===== src/rtl/core/bba_pkg.sv =====
// Shared constants, codes and types of the bitmap block allocator.
// Depends on nothing; the files that use it refer to it by scoped names.
package bba_pkg;

    // Capacity of the allocation map and the layout derived from it.
    localparam int MAX_BLOCKS = 4096;
    localparam int WORD_W     = 32;
    localparam int MAP_WORDS  = MAX_BLOCKS / WORD_W;
    localparam int BIT_W      = $clog2(WORD_W);
    localparam int IDX_W      = $clog2(MAX_BLOCKS);
    localparam int WADDR_W    = IDX_W - BIT_W;
    localparam int WCNT_W     = WADDR_W + 1;

    // Widths of the interface fields.
    localparam int FIELD_W  = 13;
    localparam int STATUS_W = 2;

    localparam logic [FIELD_W-1:0] MAX_BLOCKS_F = FIELD_W'(MAX_BLOCKS);
    localparam logic [FIELD_W-1:0] RESET_USED   = FIELD_W'(3);
    localparam logic [WORD_W-1:0]  RESET_WORD0  = WORD_W'(7);

    // Request kinds.
    localparam logic KIND_ALLOC = 1'b0;
    localparam logic KIND_FREE  = 1'b1;

    // Result status codes.
    localparam logic [STATUS_W-1:0] ST_OK   = 2'd0;
    localparam logic [STATUS_W-1:0] ST_FULL = 2'd1;
    localparam logic [STATUS_W-1:0] ST_ERR  = 2'd2;

    // One map request: an optional read and an optional write.
    typedef struct packed {
        logic               rd_en;
        logic [WADDR_W-1:0] rd_addr;
        logic               wr_en;
        logic [WADDR_W-1:0] wr_addr;
        logic [WORD_W-1:0]  wr_data;
    } map_req_t;

endpackage


===== src/rtl/core/bitmap_block_allocator_top.sv =====
// Top level of the bitmap first-fit block allocator: request sequencer,
// used-block counter and result register. Uses bba_pkg, bba_map, bba_find.
//
// Usage:
//   Requests arrive on the s_axis channel: tuser carries the kind (allocate
//   or free), tdata the 1-based block number to free. One result per
//   request leaves on the m_axis channel: tuser carries the status, tdata
//   the granted block and the free count after the request.
//   The block_count register is written through cfg_valid/cfg_data; a
//   transfer is always taken and should only happen while the block is idle.
//   One request is handled at a time. A free reads the word of the block,
//   then checks and clears its bit in S_FCHK and goes on to S_DONE; a
//   number out of range goes to S_DONE at once. An allocate reads the map
//   one word per cycle from word zero and stops at the first word with a
//   clear bit inside block_count, or reports full at the last word inside
//   block_count; a zero block_count is full at once. The next request is
//   taken in the first cycle a result is offered. Reset marks blocks 1 to 3
//   in use at once through per-word valid bits; no clearing pass is needed.
//   When the receiver stalls, the result waits in the output register, one
//   further request is taken and its result waits in the sequencer, and
//   then no new request is accepted.
module bitmap_block_allocator_top (
    input  logic                          clk,
    input  logic                          rst_n,
    // Requests.
    input  logic                          s_axis_tvalid,
    output logic                          s_axis_tready,
    input  logic [15:0]                   s_axis_tdata,  // [12:0] block_number
    input  logic [0:0]                    s_axis_tuser,  // [0] kind
    // Results.
    output logic                          m_axis_tvalid,
    input  logic                          m_axis_tready,
    output logic [31:0]                   m_axis_tdata,  // [12:0] granted_block,
                                                         // [25:13] free_count
    output logic [bba_pkg::STATUS_W-1:0]  m_axis_tuser,  // [1:0] status
    // Configuration: block_count.
    input  logic                          cfg_valid,
    output logic                          cfg_ready,
    input  logic [bba_pkg::FIELD_W-1:0]   cfg_data
);

    localparam logic [1:0] S_IDLE = 2'd0;
    localparam logic [1:0] S_SCAN = 2'd1;
    localparam logic [1:0] S_FCHK = 2'd2;
    localparam logic [1:0] S_DONE = 2'd3;

    logic [1:0]                      state_reg, state_next;
    logic [bba_pkg::FIELD_W-1:0]     block_count_reg;
    logic [bba_pkg::FIELD_W-1:0]     used_reg, used_next;
    logic [bba_pkg::WCNT_W-1:0]      issue_reg, issue_next;
    logic [bba_pkg::WADDR_W-1:0]     qaddr_reg, qaddr_next;
    logic                            qlive_reg, qlive_next;
    logic [bba_pkg::BIT_W-1:0]       fbit_reg, fbit_next;
    logic [bba_pkg::STATUS_W-1:0]    res_status_reg, res_status_next;
    logic [bba_pkg::FIELD_W-1:0]     res_granted_reg, res_granted_next;
    logic                            m_valid_reg, m_valid_next;
    logic [bba_pkg::STATUS_W-1:0]    m_status_reg, m_status_next;
    logic [bba_pkg::FIELD_W-1:0]     m_granted_reg, m_granted_next;
    logic [bba_pkg::FIELD_W-1:0]     m_free_reg, m_free_next;

    logic [bba_pkg::FIELD_W-1:0]     limit;
    logic [bba_pkg::WCNT_W-1:0]      lim_word;
    logic [bba_pkg::BIT_W-1:0]       lim_bits;
    logic [bba_pkg::WCNT_W-1:0]      nwords;
    logic [bba_pkg::WORD_W-1:0]      scan_mask;
    logic [bba_pkg::WORD_W-1:0]      rdata;
    logic                            hit;
    logic [bba_pkg::BIT_W-1:0]       hit_idx;
    logic [bba_pkg::FIELD_W-1:0]     num;
    logic [bba_pkg::IDX_W-1:0]       num_m1;
    logic [bba_pkg::FIELD_W-1:0]     free_count;
    logic                            s_xfer;
    bba_pkg::map_req_t               map_req;

    assign s_xfer = s_axis_tvalid && s_axis_tready;
    assign num    = s_axis_tdata[bba_pkg::FIELD_W-1:0];
    assign num_m1 = bba_pkg::IDX_W'(num - bba_pkg::FIELD_W'(1));

    // Effective limit and the number of map words it covers.
    assign limit    = (block_count_reg > bba_pkg::MAX_BLOCKS_F) ?
                      bba_pkg::MAX_BLOCKS_F : block_count_reg;
    assign lim_word = limit[bba_pkg::BIT_W +: bba_pkg::WCNT_W];
    assign lim_bits = limit[bba_pkg::BIT_W-1:0];
    assign nwords   = lim_word + bba_pkg::WCNT_W'(lim_bits != '0);

    // Eligible bits of the word being checked.
    always_comb
    begin
        if ({1'b0, qaddr_reg} < lim_word)
        begin
            scan_mask = '1;
        end
        else if ({1'b0, qaddr_reg} == lim_word)
        begin
            scan_mask = (bba_pkg::WORD_W'(1) << lim_bits) - bba_pkg::WORD_W'(1);
        end
        else
        begin
            scan_mask = '0;
        end
    end

    assign free_count = (limit > used_reg) ? (limit - used_reg) : '0;

    bba_map u_map (
        .clk   (clk),
        .rst_n (rst_n),
        .req   (map_req),
        .rdata (rdata)
    );

    bba_find u_find (
        .word  (rdata),
        .mask  (scan_mask),
        .found (hit),
        .idx   (hit_idx)
    );

    // Request sequencer.
    always_comb
    begin
        state_next       = state_reg;
        used_next        = used_reg;
        issue_next       = issue_reg;
        qaddr_next       = qaddr_reg;
        qlive_next       = qlive_reg;
        fbit_next        = fbit_reg;
        res_status_next  = res_status_reg;
        res_granted_next = res_granted_reg;
        m_valid_next     = m_valid_reg && !m_axis_tready;
        m_status_next    = m_status_reg;
        m_granted_next   = m_granted_reg;
        m_free_next      = m_free_reg;
        map_req          = '0;

        unique case (state_reg)
            S_IDLE:
            begin
                if (s_xfer)
                begin
                    res_granted_next = '0;
                    if (s_axis_tuser[0] == bba_pkg::KIND_ALLOC)
                    begin
                        if (nwords == '0)
                        begin
                            res_status_next = bba_pkg::ST_FULL;
                            state_next      = S_DONE;
                        end
                        else
                        begin
                            map_req.rd_en   = 1'b1;
                            map_req.rd_addr = '0;
                            issue_next      = bba_pkg::WCNT_W'(1);
                            qaddr_next      = '0;
                            qlive_next      = 1'b1;
                            state_next      = S_SCAN;
                        end
                    end
                    else if (num == '0 || num > limit)
                    begin
                        res_status_next = bba_pkg::ST_ERR;
                        state_next      = S_DONE;
                    end
                    else
                    begin
                        map_req.rd_en   = 1'b1;
                        map_req.rd_addr = num_m1[bba_pkg::IDX_W-1:bba_pkg::BIT_W];
                        qaddr_next      = num_m1[bba_pkg::IDX_W-1:bba_pkg::BIT_W];
                        fbit_next       = num_m1[bba_pkg::BIT_W-1:0];
                        state_next      = S_FCHK;
                    end
                end
            end

            S_SCAN:
            begin
                qlive_next = 1'b0;
                if (qlive_reg && hit)
                begin
                    // First clear bit found: mark it used.
                    map_req.wr_en    = 1'b1;
                    map_req.wr_addr  = qaddr_reg;
                    map_req.wr_data  = rdata | (bba_pkg::WORD_W'(1) << hit_idx);
                    used_next        = used_reg + bba_pkg::FIELD_W'(1);
                    res_status_next  = bba_pkg::ST_OK;
                    res_granted_next = bba_pkg::FIELD_W'({qaddr_reg, hit_idx})
                                       + bba_pkg::FIELD_W'(1);
                    state_next       = S_DONE;
                end
                else if (qlive_reg && ({1'b0, qaddr_reg} == nwords - bba_pkg::WCNT_W'(1)))
                begin
                    res_status_next = bba_pkg::ST_FULL;
                    state_next      = S_DONE;
                end
                else if (issue_reg < nwords)
                begin
                    // Keep one word read ahead of the check.
                    map_req.rd_en   = 1'b1;
                    map_req.rd_addr = issue_reg[bba_pkg::WADDR_W-1:0];
                    qaddr_next      = issue_reg[bba_pkg::WADDR_W-1:0];
                    qlive_next      = 1'b1;
                    issue_next      = issue_reg + bba_pkg::WCNT_W'(1);
                end
            end

            S_FCHK:
            begin
                if (!rdata[fbit_reg])
                begin
                    res_status_next = bba_pkg::ST_ERR;
                end
                else
                begin
                    map_req.wr_en   = 1'b1;
                    map_req.wr_addr = qaddr_reg;
                    map_req.wr_data = rdata & ~(bba_pkg::WORD_W'(1) << fbit_reg);
                    used_next       = (used_reg != '0) ? used_reg - bba_pkg::FIELD_W'(1)
                                                       : used_reg;
                    res_status_next = bba_pkg::ST_OK;
                end
                state_next = S_DONE;
            end

            S_DONE:
            begin
                // Hand the result over once the output register is free.
                if (!m_valid_reg || m_axis_tready)
                begin
                    m_valid_next   = 1'b1;
                    m_status_next  = res_status_reg;
                    m_granted_next = res_granted_reg;
                    m_free_next    = free_count;
                    state_next     = S_IDLE;
                end
            end

            default:
            begin
                state_next = S_IDLE;
            end
        endcase
    end

    // Control state.
    always_ff @(posedge clk or negedge rst_n)
    begin
        if (!rst_n)
        begin
            state_reg       <= S_IDLE;
            used_reg        <= bba_pkg::RESET_USED;
            block_count_reg <= bba_pkg::MAX_BLOCKS_F;
            qlive_reg       <= 1'b0;
            m_valid_reg     <= 1'b0;
        end
        else
        begin
            state_reg   <= state_next;
            used_reg    <= used_next;
            qlive_reg   <= qlive_next;
            m_valid_reg <= m_valid_next;
            if (cfg_valid && cfg_ready)
            begin
                block_count_reg <= cfg_data;
            end
        end
    end

    // Payload registers.
    always_ff @(posedge clk)
    begin
        issue_reg       <= issue_next;
        qaddr_reg       <= qaddr_next;
        fbit_reg        <= fbit_next;
        res_status_reg  <= res_status_next;
        res_granted_reg <= res_granted_next;
        m_status_reg    <= m_status_next;
        m_granted_reg   <= m_granted_next;
        m_free_reg      <= m_free_next;
    end

    assign s_axis_tready = (state_reg == S_IDLE);
    assign cfg_ready     = 1'b1;
    assign m_axis_tvalid = m_valid_reg;
    assign m_axis_tuser  = m_status_reg;
    assign m_axis_tdata  = {6'd0, m_free_reg, m_granted_reg};

    // A request in work holds off further requests.
    a_busy_after_accept: assert property (@(posedge clk) disable iff (!rst_n)
        s_xfer |=> !s_axis_tready)
        else $error("request accepted while a request was in work");

    // Only a successful allocate carries a block number.
    a_granted_only_ok: assert property (@(posedge clk) disable iff (!rst_n)
        m_axis_tvalid && (m_axis_tuser != bba_pkg::ST_OK) |-> m_granted_reg == '0)
        else $error("block number reported with a failure status");

    // A granted block and the free count lie inside the managed range.
    a_granted_in_range: assert property (@(posedge clk) disable iff (!rst_n)
        m_axis_tvalid |-> m_granted_reg <= limit && m_free_reg <= limit)
        else $error("result outside the managed block range");

endmodule


===== src/rtl/core/bba_ram.sv =====
// Generic single-port-write, single-port-read RAM with a registered read.
// Depends on nothing.
module bba_ram #(
    parameter int WIDTH = 32,
    parameter int DEPTH = 128,
    parameter int AW    = $clog2(DEPTH)
) (
    input  logic             clk,
    input  logic             we,
    input  logic [AW-1:0]    waddr,
    input  logic [WIDTH-1:0] wdata,
    input  logic             re,
    input  logic [AW-1:0]    raddr,
    output logic [WIDTH-1:0] rdata
);

    logic [WIDTH-1:0] mem [DEPTH];

    // Write port.
    always_ff @(posedge clk)
    begin
        if (we)
        begin
            mem[waddr] <= wdata;
        end
    end

    // Read port, registered and enabled by re.
    always_ff @(posedge clk)
    begin
        if (re)
        begin
            rdata <= mem[raddr];
        end
    end

endmodule


===== src/rtl/core/bba_map.sv =====
// Allocation map storage: the map RAM plus one valid bit per word, so that
// a word never written since reset reads as its reset value. Uses bba_pkg, bba_ram.
module bba_map (
    input  logic                       clk,
    input  logic                       rst_n,
    input  bba_pkg::map_req_t          req,
    output logic [bba_pkg::WORD_W-1:0] rdata
);

    logic [bba_pkg::MAP_WORDS-1:0] valid_reg;
    logic [bba_pkg::WADDR_W-1:0]   raddr_reg;
    logic                          rvalid_reg;
    logic [bba_pkg::WORD_W-1:0]    ram_q;

    bba_ram #(
        .WIDTH (bba_pkg::WORD_W),
        .DEPTH (bba_pkg::MAP_WORDS)
    ) u_ram (
        .clk   (clk),
        .we    (req.wr_en),
        .waddr (req.wr_addr),
        .wdata (req.wr_data),
        .re    (req.rd_en),
        .raddr (req.rd_addr),
        .rdata (ram_q)
    );

    // A word becomes valid once it has been written.
    always_ff @(posedge clk or negedge rst_n)
    begin
        if (!rst_n)
        begin
            valid_reg <= '0;
        end
        else if (req.wr_en)
        begin
            valid_reg[req.wr_addr] <= 1'b1;
        end
    end

    // Track the address and validity of the word on the read port.
    always_ff @(posedge clk or negedge rst_n)
    begin
        if (!rst_n)
        begin
            raddr_reg  <= '0;
            rvalid_reg <= 1'b0;
        end
        else if (req.rd_en)
        begin
            raddr_reg  <= req.rd_addr;
            rvalid_reg <= valid_reg[req.rd_addr];
        end
    end

    // Unwritten words show the reset contents of the map.
    always_comb
    begin
        if (rvalid_reg)
        begin
            rdata = ram_q;
        end
        else if (raddr_reg == '0)
        begin
            rdata = bba_pkg::RESET_WORD0;
        end
        else
        begin
            rdata = '0;
        end
    end

endmodule


===== src/rtl/core/bba_find.sv =====
// Lowest-clear-bit finder for one map word, restricted by a mask of
// eligible bits. Uses bba_pkg.
module bba_find (
    input  logic [bba_pkg::WORD_W-1:0] word,
    input  logic [bba_pkg::WORD_W-1:0] mask,
    output logic                       found,
    output logic [bba_pkg::BIT_W-1:0]  idx
);

    logic [bba_pkg::WORD_W-1:0] free_bits;
    logic [bba_pkg::WORD_W-1:0] lowest;

    // Isolate the lowest eligible clear bit, then encode its position.
    always_comb
    begin
        free_bits = ~word & mask;
        lowest    = free_bits & (~free_bits + bba_pkg::WORD_W'(1));
        found     = |free_bits;
        idx       = '0;
        for (int i = 0; i < bba_pkg::WORD_W; i++)
        begin
            if (lowest[i])
            begin
                idx = idx | bba_pkg::BIT_W'(i);
            end
        end
    end

endmodule


===== config.mk =====
export PLATFORM = sky130hd
export DESIGN_NAME = bitmap_block_allocator_top
export DESIGN_NICKNAME = d
export VERILOG_FILES = /design/src/rtl/core/bba_pkg.sv /design/src/rtl/core/bitmap_block_allocator_top.sv /design/src/rtl/core/bba_ram.sv /design/src/rtl/core/bba_map.sv /design/src/rtl/core/bba_find.sv
export SDC_FILE = /design/constraint.sdc
export NUM_CORES = 2
export LEC_CHECK = 0
export BUFFER_PORTS_ARGS = -buffer_cell sky130_fd_sc_hd__clkbuf_2
export CORE_MARGIN = 5
export CORE_UTILIZATION = 25
export DETAILED_ROUTE_END_ITERATION = 8
export SLEW_MARGIN = 10
export SYNTH_ARGS = -nofsm -noshare
export SYNTH_HDL_FRONTEND = slang
export SYNTH_SLANG_ARGS = --single-unit

===== constraint.sdc =====
create_clock -name clk -period 9.1 [get_ports clk]
set_input_delay 1.82 -clock clk [delete_from_list [all_inputs] [get_ports clk]]
set_output_delay 1.82 -clock clk [all_outputs]
set_load 0.02 [all_outputs]

==> results_dict.tcl <==
set metrics [dict create \
    drt-wirelength-per-cell_um 28.67 \
    via_per_inst 5.092 \
    clk_latency_ps 1040 \
    yosys-top-cells-area "edfxtp_1 (72%), mux4_2 (12%), dfrtp_1 (2.3%)" \
    place_hpwl_mm 352.0 \
    cts_made_buffers 433 \
    netlist_area_um2 174400 \
    cpMaxStageDelayCell "o21ai_0" \
    post_cts_buffers 0 \
    path_class "flop to flop" \
    syn_inst 9401 \
    vias 99996 \
    slew-limit-headroom -0.02147 \
    ys_seq_area_frac 0.7454 \
    holdWs_ps 427.0 \
    port_buffers 61 \
    yosys.area.top_type_share 0.7216 \
    tightest_slew_ps 1520 \
    rows 306 \
    rsz0062_at_grt "no" \
    min_period_ps 8943 \
    layout-drive-gt1-share 0.2551 \
    cts_root_buf "clkbuf_16" \
    die_x_um 845.2 \
    synthArstFlopShare 0.03810 \
    dieArea_um2 714400 \
    fillers 67668 \
    powerDensity_nw_per_um2 252.2 \
    required_ps 9850 \
    max_freq_mhz 111.8 \
    ant_nets 0 \
    grt_max_degree 129 \
    finalHoldViolCount 0 \
    slowest_delay_ps 940 \
    leakagePower_nw 64.27 \
    synth_largest_area_cell "edfxtp_1" \
    crit_path_start_kind "flop" \
    grt_use_total 0.1511 \
    cts_tree "built" \
    ys.warnings.count 0 \
    cp-end-kind "flop" \
    report.power.total_mw 51.82 \
    yosys_register_bits 4357 \
    initial_core_util 0.2510 \
    cts_max_path_buffers 4 \
    drt-initial-drc-count 15515 \
    crit_arrival_ps 9690 \
    dr.pass1.iters 8 \
    ir_drop_mv 0.2247 \
    cap_violations 1 \
    antenna_found_initial 42 \
    overflow 0 \
    drcViolationCount 0 \
    place_congestion 0.9138 \
    core_um2 694900 \
    fp.dieH_um 845.2 \
    synthFlopType "edfxtp_1" \
    wl_mm 563.1 \
    place_inst 18811 \
    layoutNonFillerInstCount 19638 \
    nets 10111 \
    synth-edff-count 4191 \
    synth_cell_types 108 \
    fin_crit_sh 0.9827 \
    clk_pin_slew_ps 60 \
    largest_reg_flops 4096 \
    post_cts_resized 0 \
    setup_viol 0 \
    path_max_fanout 18 \
    cp_cell_sequence "or2_2, nor2_1, buf_4, nor2_1, ha_1, ha_1, nand3_1, mux2i_1, o2111ai_2, or4b_1, o41a_1, a2111oi_4, or2_1, o22a_1, nand2_4, buf_4, nor2_2, buf_4, nand3_1, nand4_1, nand4_1, o21ai_0, o211ai_1, buf_4" \
    fin_tns_setup_ps 0 \
    status "finished with violations" \
    avgSynthCellArea_um2 18.55 \
    cts_hold_buf 0 \
    critPathMostFrequentCell "buf_4" \
    critPathTopFamily "simple AND/OR/NAND/NOR gates" \
    violations "capacitance limit, slew limit" \
    clock_skew_ps 98.03 \
    pin_count 72 \
    cts.sinks 4357 \
    grt_pass1_vias 95333 \
    area_delta_synth_final_pct 17.80 \
    slew_viol_final 2 \
    htree_levels 5 \
    hold_class "flop to flop" \
    cp_num_buf_inv 4 \
    grt_pass1_wl_mm 775.3 \
]
-- per-stage QoR --
| step | cell area [µm²] | utilization | setup slack, ps |
|---|---|---|---|
| 3_5_place_dp | 191300 | 0.2753 | 475.1 |
| 3_3_place_gp | 191300 | 0.2753 | 480.9 |
| 2_1_floorplan | 174400 | - | 2034 |
| 4_1_cts | 205400 | 0.2955 | 461.4 |
| 6_report | 205500 | 0.2957 | 157.2 |
| 5_1_grt | 205400 | 0.2956 | 112.1 |
-- layer usage --
| layer | share of wire | up-vias | track usage |
|---|---|---|---|
| met4 | 0.050 | 14 | 0.06471 |
| met5 | 0.00024 | - | 0 |
| met2 | 0.45 | 6228 | 0.2296 |
| met1 | 0.39 | 53205 | 0.2048 |
| met3 | 0.12 | 1065 | 0.03884 |
| li1 | - | 39484 | - |
-- cells in the final DEF, fill, tap and decap left out, types with 35 or more instances in the layout --
master / Yosys / routed
or2_2: 138 / 138
clkinv_1: 1 / 95
a22oi_1: 58 / 58
bufinv_16: 0 / 35
mux4_2: 934 / 934
a21oi_1: 241 / 238
nor2_1: 298 / 155
nand2_1: 979 / 975
a211oi_1: 78 / 78
buf_12: 0 / 120
mux2i_1: 134 / 134
clkbuf_2: 0 / 60
nor3_1: 58 / 53
clkbuf_16: 0 / 438
dfrtp_1: 163 / 163
nand4_1: 85 / 85
a31oi_1: 64 / 62
a221oi_1: 102 / 102
clkbuf_1: 159 / 111
o21ai_0: 156 / 153
clkinv_2: 0 / 53
ha_1: 68 / 67
inv_1: 68 / 67
nand3_1: 352 / 349
buf_4: 104 / 536
nor2_4: 0 / 137
o22ai_1: 45 / 44
and3_1: 61 / 61
edfxtp_1: 4191 / 4191
-- power breakdown --
part           switching, mW  leakage (nW)  internal [mW]
registers              0.312          40.7           23.5
logic                   7.14          16.8           3.12
clock network           7.69          6.79           10.1
-- cell families after synthesis --
logic type,after synthesis,synth area share
adders and majority gates,70,0.005108
other,2,0.00004306
muxes,1087,0.1295
AOI/OAI and AO/OA,1088,0.04318
and+or+nand+nor,2119,0.05564
xor gates and xnor gates,56,0.002855
buffers and inverters,622,0.01820
DFF,4357,0.7454
-- Yosys cell counts, types with 64 or more instances --
| cell type | number |
|---|---|
| buf_2 | 233 |
| inv_1 | 68 |
| clkbuf_1 | 159 |
| o21ai_0 | 156 |
| a221oi_1 | 102 |
| buf_4 | 104 |
| or2_2 | 138 |
| mux2i_1 | 134 |
| nor2_1 | 298 |
| a21oi_1 | 241 |
| a211oi_1 | 78 |
| mux4_2 | 934 |
| nand2_1 | 979 |
| a31oi_1 | 64 |
| nand3_1 | 352 |
| ha_1 | 68 |
| edfxtp_1 | 4191 |
| dfrtp_1 | 163 |
| nand4_1 | 85 |
-- path summary, 6_finish.rpt --
path / slack [ps] / endpoint / cells past startpoint / from
max in group asynchronous: 6910 / u_map.valid_reg[44]$_DFFE_PN0P_ / 2 / rst_n
setup / recovery: 160 / u_map.u_ram.rdata[24]$_DFFE_PP_ / 24 / block_count_reg[0]$_DFFE_PN0P_
setup reg to reg: 160 / u_map.u_ram.rdata[24]$_DFFE_PP_ / 24 / block_count_reg[0]$_DFFE_PN0P_
hold / removal: 430 / m_granted_reg[8]$_DFFE_PP_ / 0 / res_granted_reg[8]$_SDFFCE_PN0P_
hold reg to reg: 430 / m_granted_reg[8]$_DFFE_PP_ / 0 / res_granted_reg[8]$_SDFFCE_PN0P_
min in group asynchronous: 770 / used_reg[5]$_DFFE_PN0P_ / 1 / rst_n
-- area by class of cell --
class,count,area (µm²),share of cell area
diodes,31,77.57,0.0003776
well taps,9240,11560,0.05627
inverters,70,262.8,0.001279
clock buffers,576,11750,0.05719
flip-flops and latches,4357,130000,0.6328
clock inverters,220,2276,0.01108
repair buffers,717,6741,0.03281
multi-input cells,4427,42770,0.2082
(Power assumes the default switching activity.)
